$ cat config.mk
export PLATFORM = sky130hd
export DESIGN_NAME = expect_pattern_with_deadline_core_flat
export DESIGN_NICKNAME = d
export VERILOG_FILES = /design/src/rtl/epwd_pkg.sv /design/src/rtl/epwd_ifs.sv /design/src/rtl/epwd_cell.sv /design/src/rtl/expect_pattern_with_deadline_core.sv /design/src/flat_wrapper.sv
export SDC_FILE = /design/constraint.sdc
export NUM_CORES = 1
export LEC_CHECK = 0
export BUFFER_PORTS_ARGS = -buffer_cell sky130_fd_sc_hd__buf_2
export CELL_PAD_IN_SITES_DETAIL_PLACEMENT = 1
export CELL_PAD_IN_SITES_GLOBAL_PLACEMENT = 1
export CORE_MARGIN = 5
export CORE_UTILIZATION = 56
export CTS_CLUSTER_DIAMETER = 50
export CTS_CLUSTER_SIZE = 28
export DETAILED_ROUTE_END_ITERATION = 16
export GPL_TIMING_DRIVEN = 0
export PLACE_DENSITY_LB_ADDON = 0.1
export SLEW_MARGIN = 0
export SYNTH_ARGS = -nofsm -noshare
export SYNTH_HDL_FRONTEND = slang
export SYNTH_HIERARCHICAL = 1
export SYNTH_SLANG_ARGS = --single-unit
$ cat constraint.sdc
create_clock -name clk -period 11 [get_ports clk]
set_clock_uncertainty 0.2 [all_clocks]
set_input_delay 1.1 -clock clk [delete_from_list [all_inputs] [get_ports clk]]
set_output_delay 1.1 -clock clk [all_outputs]
set_load 0.1 [all_outputs]
$ cat src/rtl/epwd_pkg.sv
package epwd_pkg;

  // Item opcodes on the input channel.
  localparam logic [1:0] OP_START = 2'd0;
  localparam logic [1:0] OP_CHAR  = 2'd1;
  localparam logic [1:0] OP_TICK  = 2'd2;
  localparam logic [1:0] OP_LOST  = 2'd3;

  // Result status codes.
  localparam logic [2:0] ST_SEARCHING = 3'd0;
  localparam logic [2:0] ST_FOUND     = 3'd1;
  localparam logic [2:0] ST_TIMEOUT   = 3'd2;
  localparam logic [2:0] ST_LOST      = 3'd3;
  localparam logic [2:0] ST_IDLE      = 3'd4;

  // Configuration register indexes.
  localparam logic [1:0] CFG_PATTERN_LEN   = 2'd0;
  localparam logic [1:0] CFG_PATTERN_LOW   = 2'd1;
  localparam logic [1:0] CFG_PATTERN_HIGH  = 2'd2;
  localparam logic [1:0] CFG_TIMEOUT_TICKS = 2'd3;

  // Field widths and fixed values.
  localparam int unsigned CHAR_W     = 7;
  localparam int unsigned PAT_BYTES  = 16;
  localparam logic [7:0]  QUOTE_CHAR = 8'h22;
  localparam logic [15:0] TIMEOUT_RST = 16'd15;

  // Per-cell control handed from the top level to each window cell.
  typedef struct packed {
    logic shift_en;
    logic in_use;
  } cell_ctl_t;

endpackage

$ cat src/rtl/epwd_ifs.sv
interface epwd_in_if;
  logic       valid;
  logic       ready;
  logic [1:0] opcode;
  logic [7:0] char_in;

  modport source (output valid, output opcode, output char_in, input ready);
  modport sink (input valid, input opcode, input char_in, output ready);
endinterface

interface epwd_out_if;
  logic       valid;
  logic       ready;
  logic [2:0] status;

  modport source (output valid, output status, input ready);
  modport sink (input valid, input status, output ready);
endinterface

$ cat src/rtl/epwd_cell.sv
module epwd_cell
  import epwd_pkg::*;
(
  input  logic              clk,
  input  cell_ctl_t         ctl,
  input  logic [CHAR_W-1:0] char_prev,
  input  logic [7:0]        pat_byte,
  output logic [CHAR_W-1:0] char_out,
  output logic              hit
);

  logic [CHAR_W-1:0] char_r;
  logic [CHAR_W-1:0] char_nxt;

  // Take the neighbor's character when the window shifts.
  always_comb begin
    char_nxt = ctl.shift_en ? char_prev : char_r;
  end

  always_ff @(posedge clk) begin
    char_r <= char_nxt;
  end

  // Compare the character this cell holds after the shift; a pattern byte
  // above the 7-bit range can never equal it.
  assign hit      = !ctl.in_use || ({1'b0, char_prev} == pat_byte);
  assign char_out = char_r;

endmodule

$ cat src/rtl/expect_pattern_with_deadline_core.sv
// Channel   Direction  Payload                          Accepted when
// in_ch     sink       opcode[1:0], char_in[7:0]         valid && ready
// out_ch    source     status[2:0]                      valid && ready
// cfg_*     write      cfg_index[1:0], cfg_data[63:0]   cfg_we high
//
// Each item's result is registered at the edge that accepts it and shows on
// out_ch in the next cycle. The window compare of
// all cells and the AND over their hits set the path from input to result.
// A new item is taken while the result register is empty or being drained,
// so a stalled output holds the input back. Reset is synchronous; no
// clearing pass is needed since the fill count gates the window.
module expect_pattern_with_deadline_core
  import epwd_pkg::*;
#(
  parameter int unsigned MAX_MATCH = 16
) (
  input  logic          clk,
  input  logic          rst_n,
  epwd_in_if.sink       in_ch,
  epwd_out_if.source    out_ch,
  input  logic          cfg_we,
  input  logic [1:0]    cfg_index,
  input  logic [63:0]   cfg_data
);

  localparam int unsigned FILL_W = $clog2(MAX_MATCH + 1);

  // Configuration registers.
  logic [4:0]  pat_len_r;
  logic [63:0] pat_low_r;
  logic [63:0] pat_high_r;
  logic [15:0] timeout_r;

  always_ff @(posedge clk) begin
    if (!rst_n) begin
      pat_len_r  <= '0;
      pat_low_r  <= '0;
      pat_high_r <= '0;
      timeout_r  <= TIMEOUT_RST;
    end else if (cfg_we) begin
      case (cfg_index)
        CFG_PATTERN_LEN:   pat_len_r  <= cfg_data[4:0];
        CFG_PATTERN_LOW:   pat_low_r  <= cfg_data;
        CFG_PATTERN_HIGH:  pat_high_r <= cfg_data;
        CFG_TIMEOUT_TICKS: timeout_r  <= cfg_data[15:0];
        default: ;
      endcase
    end
  end

  // Pattern bytes, character 0 first.
  logic [7:0] pat_bytes [PAT_BYTES];

  always_comb begin
    for (int b = 0; b < 8; b++) begin
      pat_bytes[b]     = pat_low_r[8*b +: 8];
      pat_bytes[b + 8] = pat_high_r[8*b +: 8];
    end
  end

  // Search state.
  logic [FILL_W-1:0] fill_r, fill_nxt;
  logic [15:0]       elapsed_r, elapsed_nxt;
  logic              active_r, active_nxt;
  logic              out_valid_r;
  logic [2:0]        status_r, status_nxt;
  logic              accept;

  assign in_ch.ready   = !out_valid_r || out_ch.ready;
  assign accept        = in_ch.valid && in_ch.ready;
  assign out_ch.valid  = out_valid_r;
  assign out_ch.status = status_r;

  // Chain of window cells, newest character in cell 0.
  logic [CHAR_W-1:0]    hist [MAX_MATCH];
  logic [MAX_MATCH-1:0] hits;
  logic                 shift_en;

  assign shift_en = accept && active_r && (in_ch.opcode == OP_CHAR);

  for (genvar i = 0; i < MAX_MATCH; i++) begin : g_cell
    cell_ctl_t         ctl;
    logic [4:0]        pos;
    logic [CHAR_W-1:0] prev;

    // Cell i lines up with pattern character pat_len - 1 - i.
    assign pos          = pat_len_r - 5'(i) - 5'd1;
    assign ctl.shift_en = shift_en;
    assign ctl.in_use   = 5'(i) < pat_len_r;

    if (i == 0) begin : g_head
      assign prev = in_ch.char_in[CHAR_W-1:0];
    end else begin : g_body
      assign prev = hist[i-1];
    end

    epwd_cell u_cell (
      .clk      (clk),
      .ctl      (ctl),
      .char_prev(prev),
      .pat_byte (pat_bytes[pos[3:0]]),
      .char_out (hist[i]),
      .hit      (hits[i])
    );
  end

  // Empty pattern: no characters, or a pair of double quotes.
  logic pat_empty;
  logic window_match;
  logic [FILL_W-1:0] fill_inc;
  logic [15:0] elapsed_inc;

  assign pat_empty = (pat_len_r == 5'd0) ||
                     (pat_len_r == 5'd2 && pat_bytes[0] == QUOTE_CHAR &&
                      pat_bytes[1] == QUOTE_CHAR);

  assign fill_inc    = (fill_r < FILL_W'(MAX_MATCH)) ? fill_r + 1'b1 : fill_r;
  assign elapsed_inc = (elapsed_r == 16'hffff) ? elapsed_r : elapsed_r + 16'd1;

  assign window_match = (pat_len_r <= 5'(MAX_MATCH)) &&
                        (5'(fill_inc) >= pat_len_r) && (&hits);

  // Next search state and result for the item being accepted.
  always_comb begin
    fill_nxt    = fill_r;
    elapsed_nxt = elapsed_r;
    active_nxt  = active_r;
    status_nxt  = ST_IDLE;
    if (in_ch.opcode == OP_START) begin
      fill_nxt    = '0;
      elapsed_nxt = '0;
      active_nxt  = !pat_empty;
      status_nxt  = pat_empty ? ST_FOUND : ST_SEARCHING;
    end else if (!active_r) begin
      status_nxt = ST_IDLE;
    end else begin
      case (in_ch.opcode)
        OP_CHAR: begin
          fill_nxt   = fill_inc;
          active_nxt = !window_match;
          status_nxt = window_match ? ST_FOUND : ST_SEARCHING;
        end
        OP_TICK: begin
          elapsed_nxt = elapsed_inc;
          if (elapsed_inc >= timeout_r) begin
            active_nxt = 1'b0;
            status_nxt = ST_TIMEOUT;
          end else begin
            status_nxt = ST_SEARCHING;
          end
        end
        default: begin
          active_nxt = 1'b0;
          status_nxt = ST_LOST;
        end
      endcase
    end
  end

  // State and result registers.
  always_ff @(posedge clk) begin
    if (!rst_n) begin
      fill_r      <= '0;
      elapsed_r   <= '0;
      active_r    <= 1'b0;
      out_valid_r <= 1'b0;
    end else if (accept) begin
      fill_r      <= fill_nxt;
      elapsed_r   <= elapsed_nxt;
      active_r    <= active_nxt;
      out_valid_r <= 1'b1;
    end else if (out_ch.ready) begin
      out_valid_r <= 1'b0;
    end
  end

  always_ff @(posedge clk) begin
    if (accept) begin
      status_r <= status_nxt;
    end
  end

endmodule
$ cat src/flat_wrapper.sv
// flat-port wrapper written by rule: the top's interface ports become plain ports
module expect_pattern_with_deadline_core_flat import epwd_pkg::*;
#(
  parameter int unsigned MAX_MATCH = 16
)
  (clk, rst_n, cfg_we, cfg_index, cfg_data, in_ch_valid, in_ch_opcode, in_ch_char_in, in_ch_ready, out_ch_valid, out_ch_status, out_ch_ready);
  epwd_in_if in_ch_i ();
  epwd_out_if out_ch_i ();
  input  logic clk;
  input  logic rst_n;
  input  logic cfg_we;
  input  logic [1:0] cfg_index;
  input  logic [63:0] cfg_data;
  input wire logic [$bits(in_ch_i.valid)-1:0] in_ch_valid;
  input wire logic [$bits(in_ch_i.opcode)-1:0] in_ch_opcode;
  input wire logic [$bits(in_ch_i.char_in)-1:0] in_ch_char_in;
  output wire logic [$bits(in_ch_i.ready)-1:0] in_ch_ready;
  output wire logic [$bits(out_ch_i.valid)-1:0] out_ch_valid;
  output wire logic [$bits(out_ch_i.status)-1:0] out_ch_status;
  input wire logic [$bits(out_ch_i.ready)-1:0] out_ch_ready;
  assign in_ch_i.valid = in_ch_valid;
  assign in_ch_i.opcode = in_ch_opcode;
  assign in_ch_i.char_in = in_ch_char_in;
  assign in_ch_ready = in_ch_i.ready;
  assign out_ch_valid = out_ch_i.valid;
  assign out_ch_status = out_ch_i.status;
  assign out_ch_i.ready = out_ch_ready;
  expect_pattern_with_deadline_core #(.MAX_MATCH(MAX_MATCH)) u_core (.clk(clk), .rst_n(rst_n), .in_ch(in_ch_i), .out_ch(out_ch_i), .cfg_we(cfg_we), .cfg_index(cfg_index), .cfg_data(cfg_data));
endmodule
==> After elaboration in Yosys (flattened, before gate mapping) <==
Index checks and enable logic that the tools add are counted.
{ "totals": {"ff_bits": 280, "latch_bits": 0, "ramBits": 0, "mem_bits_ro": 0, "out_inout_bits": 5, "mem_count": 0} }
{ "op_classes": {"addsub": 32, "multipliers": 0, "div_mod_pow": 0, "order_cmp": 36, "n_eq_ne": 25, "shift": 0, "muxes": 68, "bitwise": 16, "n_reduce_logical": 58} }
{ "ops": {"columns": ["cell", "count"], "rows": [
  ["binary-select mux 8 bit (select 4 bit)", 16],
  ["two-way mux 8 bit", 32],
  ["== test 7 x 8 -> 1 bit", 16],
  [">= comparator 5 bit (second input constant)", 16],
  ["NOT 4 -> 5 bit", 16],
  ["two-way mux 16 bit", 4],
  ["subtractor 4 x 1 -> 4 bit (second input constant)", 16],
  ["less-than comparator 4 x 5 -> 1 bit (first input constant)", 8],
  ["subtractor 4 bit (second input constant)", 8],
  ["less-than comparator 3 x 5 -> 1 bit (first input constant)", 4],
  ["two-way mux 5 bit", 4],
  ["logical NOT 1 bit", 19],
  ["logical OR 1 bit", 18],
  ["adder 16 x 1 -> 16 bit (second input constant)", 1],
  ["== test 16 bit (second input constant)", 1],
  ["== test 8 x 6 -> 1 bit (second input constant)", 2],
  [">= comparator 16 bit", 1],
  ["AND reduction 16 bit", 1],
  ["subtractor 4 x 3 -> 4 bit (second input constant)", 4],
  ["less-than comparator 1 x 5 -> 1 bit (first input constant)", 2],
  ["less-than comparator 2 x 5 -> 1 bit (first input constant)", 2],
  ["AND reduction 2 bit", 4],
  ["nonzero test 2 bit", 4],
  ["subtractor 4 x 2 -> 4 bit (second input constant)", 2],
  ["16 further kinds", 34]
]} }

==> Logic depth before layout (Yosys ltp) <==
{ "depth": {"word_depth": 14, "mapped_depth": 24, "depth_no_buf": 17} }

==> Hierarchy <==
Netlist, hierarchy kept.
{ "by_module_without_submodules": {"columns": ["mod", "instances", "cells_each", "area_per_inst_um2", "seq_area_each_um2"], "rows": [
  ["expect_pattern_with_deadline_core", 1, 1378, 14720.4, 3533.4],
  ["epwd_cell", 16, 17, 290.3, 210.2]
]} }

==> Worst setup path before layout <==
OpenSTA, ideal clock, no wires.
{ "synth_path": {"kind": "input to register", "startpoint": "in out_ch_ready", "endpoint": "reg u_core.g_cell[0].u_cell.char_r[0], enable pin", "arrival_ns": 6.930, "setup_slack_ns": 3.286, "path_stages": 3, "path_cell_list": "nand2b_1 -> nand2_1 -> nor2_1"} }
{ "synth_rtl": {"columns": ["element", "line_no", "source"], "rows": [
  ["start, declared", "flat_wrapper.sv:20", "input wire logic [$bits(out_ch_i.ready)-1:0] out_ch_ready;"],
  ["end signal, assigned", "epwd_cell.sv:21", "char_r <= char_nxt;"],
  ["end, declared", "epwd_cell.sv:12", "logic [CHAR_W-1:0] char_r;"]
]} }

==> Worst setup path after layout <==
{ "layout_path": {"startpoint": "reg u_core.pat_len_r[1]", "endpoint": "reg u_core.active_r"} }
{ "layout_between": {"elab_cells_between_ends": 173} }
{ "layout_rtl": {"columns": ["element", "line_no", "source"], "rows": [
  ["start, declared", "expect_pattern_with_deadline_core.sv:29", "logic [4:0] pat_len_r;"],
  ["start signal, assigned", "expect_pattern_with_deadline_core.sv:42", "CFG_PATTERN_LEN: pat_len_r <= cfg_data[4:0];"],
  ["subtractor 4 x 1 -> 4 bit", "expect_pattern_with_deadline_core.sv:87", "assign pos = pat_len_r - 5'(i) - 5'd1;"],
  ["NOT 4 -> 5 bit (implied by the code)", "expect_pattern_with_deadline_core.sv:101", ".pat_byte (pat_bytes[pos[3:0]]),"],
  ["binary-select mux 8 bit (select 4 bit)", "expect_pattern_with_deadline_core.sv:101", null],
  ["two-way mux 8 bit (implied by the code) (2 in series)", "expect_pattern_with_deadline_core.sv:101", null],
  ["== test 7 x 8 -> 1 bit", "epwd_cell.sv:26", "assign hit = !ctl.in_use || ({1'b0, char_prev} == pat_byte);"],
  ["logical OR 1 bit *", "epwd_cell.sv:26", null],
  ["via u_core.hits[0]", "expect_pattern_with_deadline_core.sv:76", "logic [MAX_MATCH-1:0] hits;"],
  ["AND reduction 16 bit *", "expect_pattern_with_deadline_core.sv:121", "(5'(fill_inc) >= pat_len_r) && (&hits);"],
  ["logical AND 1 bit *", "expect_pattern_with_deadline_core.sv:121", null],
  ["logical NOT 1 bit *", "expect_pattern_with_deadline_core.sv:140", "active_nxt = !window_match;"],
  ["one-hot mux 1 bit (2 select lines) *", "expect_pattern_with_deadline_core.sv:137", "case (in_ch.opcode)"],
  ["two-way mux 1 bit *", "expect_pattern_with_deadline_core.sv:134", "end else if (!active_r) begin"],
  ["two-way mux 1 bit *", "expect_pattern_with_deadline_core.sv:129", "if (in_ch.opcode == OP_START) begin"],
  ["end signal, assigned", "expect_pattern_with_deadline_core.sv:170", "active_r <= active_nxt;"],
  ["end, declared", "expect_pattern_with_deadline_core.sv:64", "logic active_r, active_nxt;"]
]} }
Mark *: on every way through the listed nets, which the timed path passes. The rest lies on a longest branch. The select of a mux whose other input is x is not followed.
A chain may end at the register's enable or synchronous reset.

==> out/qor.yml <==
status: "complete, no violations"
start_util_pct: 57.0
worstSetupPathType: "flop to flop"
crit_fanout: 10
met3_usage_pct: 10.0
grt_overflow: 0
fillers: 3457
die-width_um: 195
cts-root-buf: "clkbuf_16"
layout_setup_ws_ns: 3.41
switching_share_pct: 29.4
post_cts_resized: 0
ant_nets: 0
mostFrequentLayoutCells: "328 x nand2_1, 235 x mux4_2, 172 x dfxtp_1"
place_hpwl_um: 60500
r2r-end: "u_core/active_r"
hp-start: "u_core/g_cell[0].u_cell/char_out[0]"
regArea_um2: 6690
grt_max_degree: 39
cp-endpoint: "u_core/active_r"
drc_errors: 0
coreArea_um2: 33600
crit_buf_inv: 6
pwr-share-seq_pct: 43.3
slew_headroom_pct: 23.1
worst_ep_arrival_time_ns: 7.86
end_kind: "flop"
post_cts_buffers: 0
finalPower_mw: 2.61
drv_slew: 0
dp_slack_ns: 3.74
cp.required_ns: 11.27
leakage_nw: 7.25
port_buffers: 83
crit_slowest_cell: "buf_1"
gp_congestion: 1.05
synthToLayoutAreaGrowth_pct: 10.9
cpLargestDelayFamily: "buffers and inverters"
finalWirelength_um: 77500
multiInputGateArea_um2: 11800
clock_power_share_pct: 41.7
cp_slowest_stage_delay_ns: 0.72
crit_top_cell: "buf_2"
use_met1_pct: 52.1
syn_nets: 1759
hold_viol_final: 0
pwr-share-comb_pct: 15.0
p_per_area_nw_per_um2: 123
min_period_over_period_pct: 69.0
cts_buffers: 30
wl_per_cell_um: 34.7
tightestPinTransition_ns: 1.14
rows: 67
syn_area_um2: 19200
rsz0062_at_grt: "no"
io_pins: 86
via_count: 16339
die_y_um: 195
r2r_slack_ns: 3.41
final_layout_size_suffix_gt1_share_pct: 24.3
cp-start-kind: "flop"
antenna_found_initial: 2
firstDrtPassIters: 5
ir_drop_uv: 125
hold_class: "flop to flop"
die-area_um2: 38000
worst-path-stages: 18
drt-initial-drc-count: 2376
cp-startpoint: "u_core/pat_len_r[1]"
drv_cap: 0
hold_depth: 0
first_global_vias: 16485
period_needed_ns: 7.59
setup_violations: 0
grt_use_total_pct: 39.7
nets: 1876
ys_warn_count: 6
path_clk_slew_ns: 0.07
switchingPower_mw: 0.766
final_common_cell: "nand2_1"
fmax_mhz: 132
drt-vias-per-instance: 7.32
hold-worst-slack_ns: 0.272
syn_area_per_cell_um2: 11.7
critical_path.cell_chain: "buf_2 -> buf_1 -> inv_1 -> ha_1 -> buf_2 -> buf_2 -> buf_1 -> mux4_2 -> mux4_2 -> xor2_1 -> or4_1 -> o21ai_1 -> nand4_1 -> nor4_1 -> nand2_1 -> o21ai_0 -> a21oi_1 -> o21a_1"
post-route-util_pct: 63.2
met2_usage_pct: 63.3
r2r_start: "u_core/pat_len_r[1]"
cts_hold_buf: 0
p_int_mw: 1.84
cts.sinks: 280
syn_inst: 1643
grt_pass1_wl_um: 112000
rr_worst_depth: 18
cts_tree: "built"
clockBufferDepth: 3
htreeDepth: 1
num_antenna_cells: 0
clkLatencyLatePin_ns: 0.60
tns_ns: 0
busiest_layer: "met2"
==> final cells by class <==
class | count | share of cell area (%)
buffer | 116 | 2.59
clock buffer | 34 | 3.75
clock inverter | 22 | 1.25
inverter | 27 | 0.477
multi-input combinational | 1220 | 55.7
sequential | 280 | 31.5
tap | 448 | 2.64
timing repair buffer | 85 | 2.14
==> how the worst min path moves through the flow <==
stage	endpoint	slack, ns
2_1_floorplan	u_core/timeout_r[10]	0.24
4_1_cts	u_core/g_cell[1].u_cell/char_out[0]	0.27
6_report	u_core/g_cell[1].u_cell/char_out[0]	0.27
5_1_grt	u_core/g_cell[2].u_cell/char_out[1]	0.27
3_5_place_dp	u_core/g_cell[2].u_cell/char_out[5]	0.26
3_3_place_gp	u_core/g_cell[14].u_cell/char_out[6]	0.25
==> flip-flops by register name, summed over array words and instances, names as in the netlist <==
register,count
u_core/active_r,1
u_core/out_ch.status,3
u_core/g_cell.u_cell/char_out,105
u_core/out_ch.valid,1
u_core/timeout_r,16
u_core/elapsed_r,16
u_core/pat_len_r,5
u_core/pat_high_r,64
u_core/fill_r,5
u_core/pat_low_r,64
==> power by group through the flow <==
stage	Combinational, mW	Sequential [mW]	Clock, mW
2_1_floorplan	0.243	1.13	0
3_3_place_gp	0.361	1.15	0
3_5_place_dp	0.376	1.15	0
4_1_cts	0.380	1.12	1.09
5_1_grt	0.404	1.13	1.14
6_report	0.391	1.13	1.09
==> stage by stage <==
step,std cells,area (um2)
floorplan,1643,19200
global placement,2174,20100
detailed placement,2176,20200
CTS,2232,21200
global route,2232,21200
finish,2232,21200
==> per-layer routing <==
| layer | vias to the layer above | wire [um] | share of wire, % |
|---|---|---|---|
| met1 | 8288 | 28000 | 36 |
| li1 | 6483 | - | - |
| met2 | 1295 | 35600 | 46 |
| met3 | 273 | 9510 | 12 |
| met5 | - | 0 | 0 |
| met4 | 0 | 4370 | 5.6 |
Note: power is estimated with default switching activity, not from simulation.
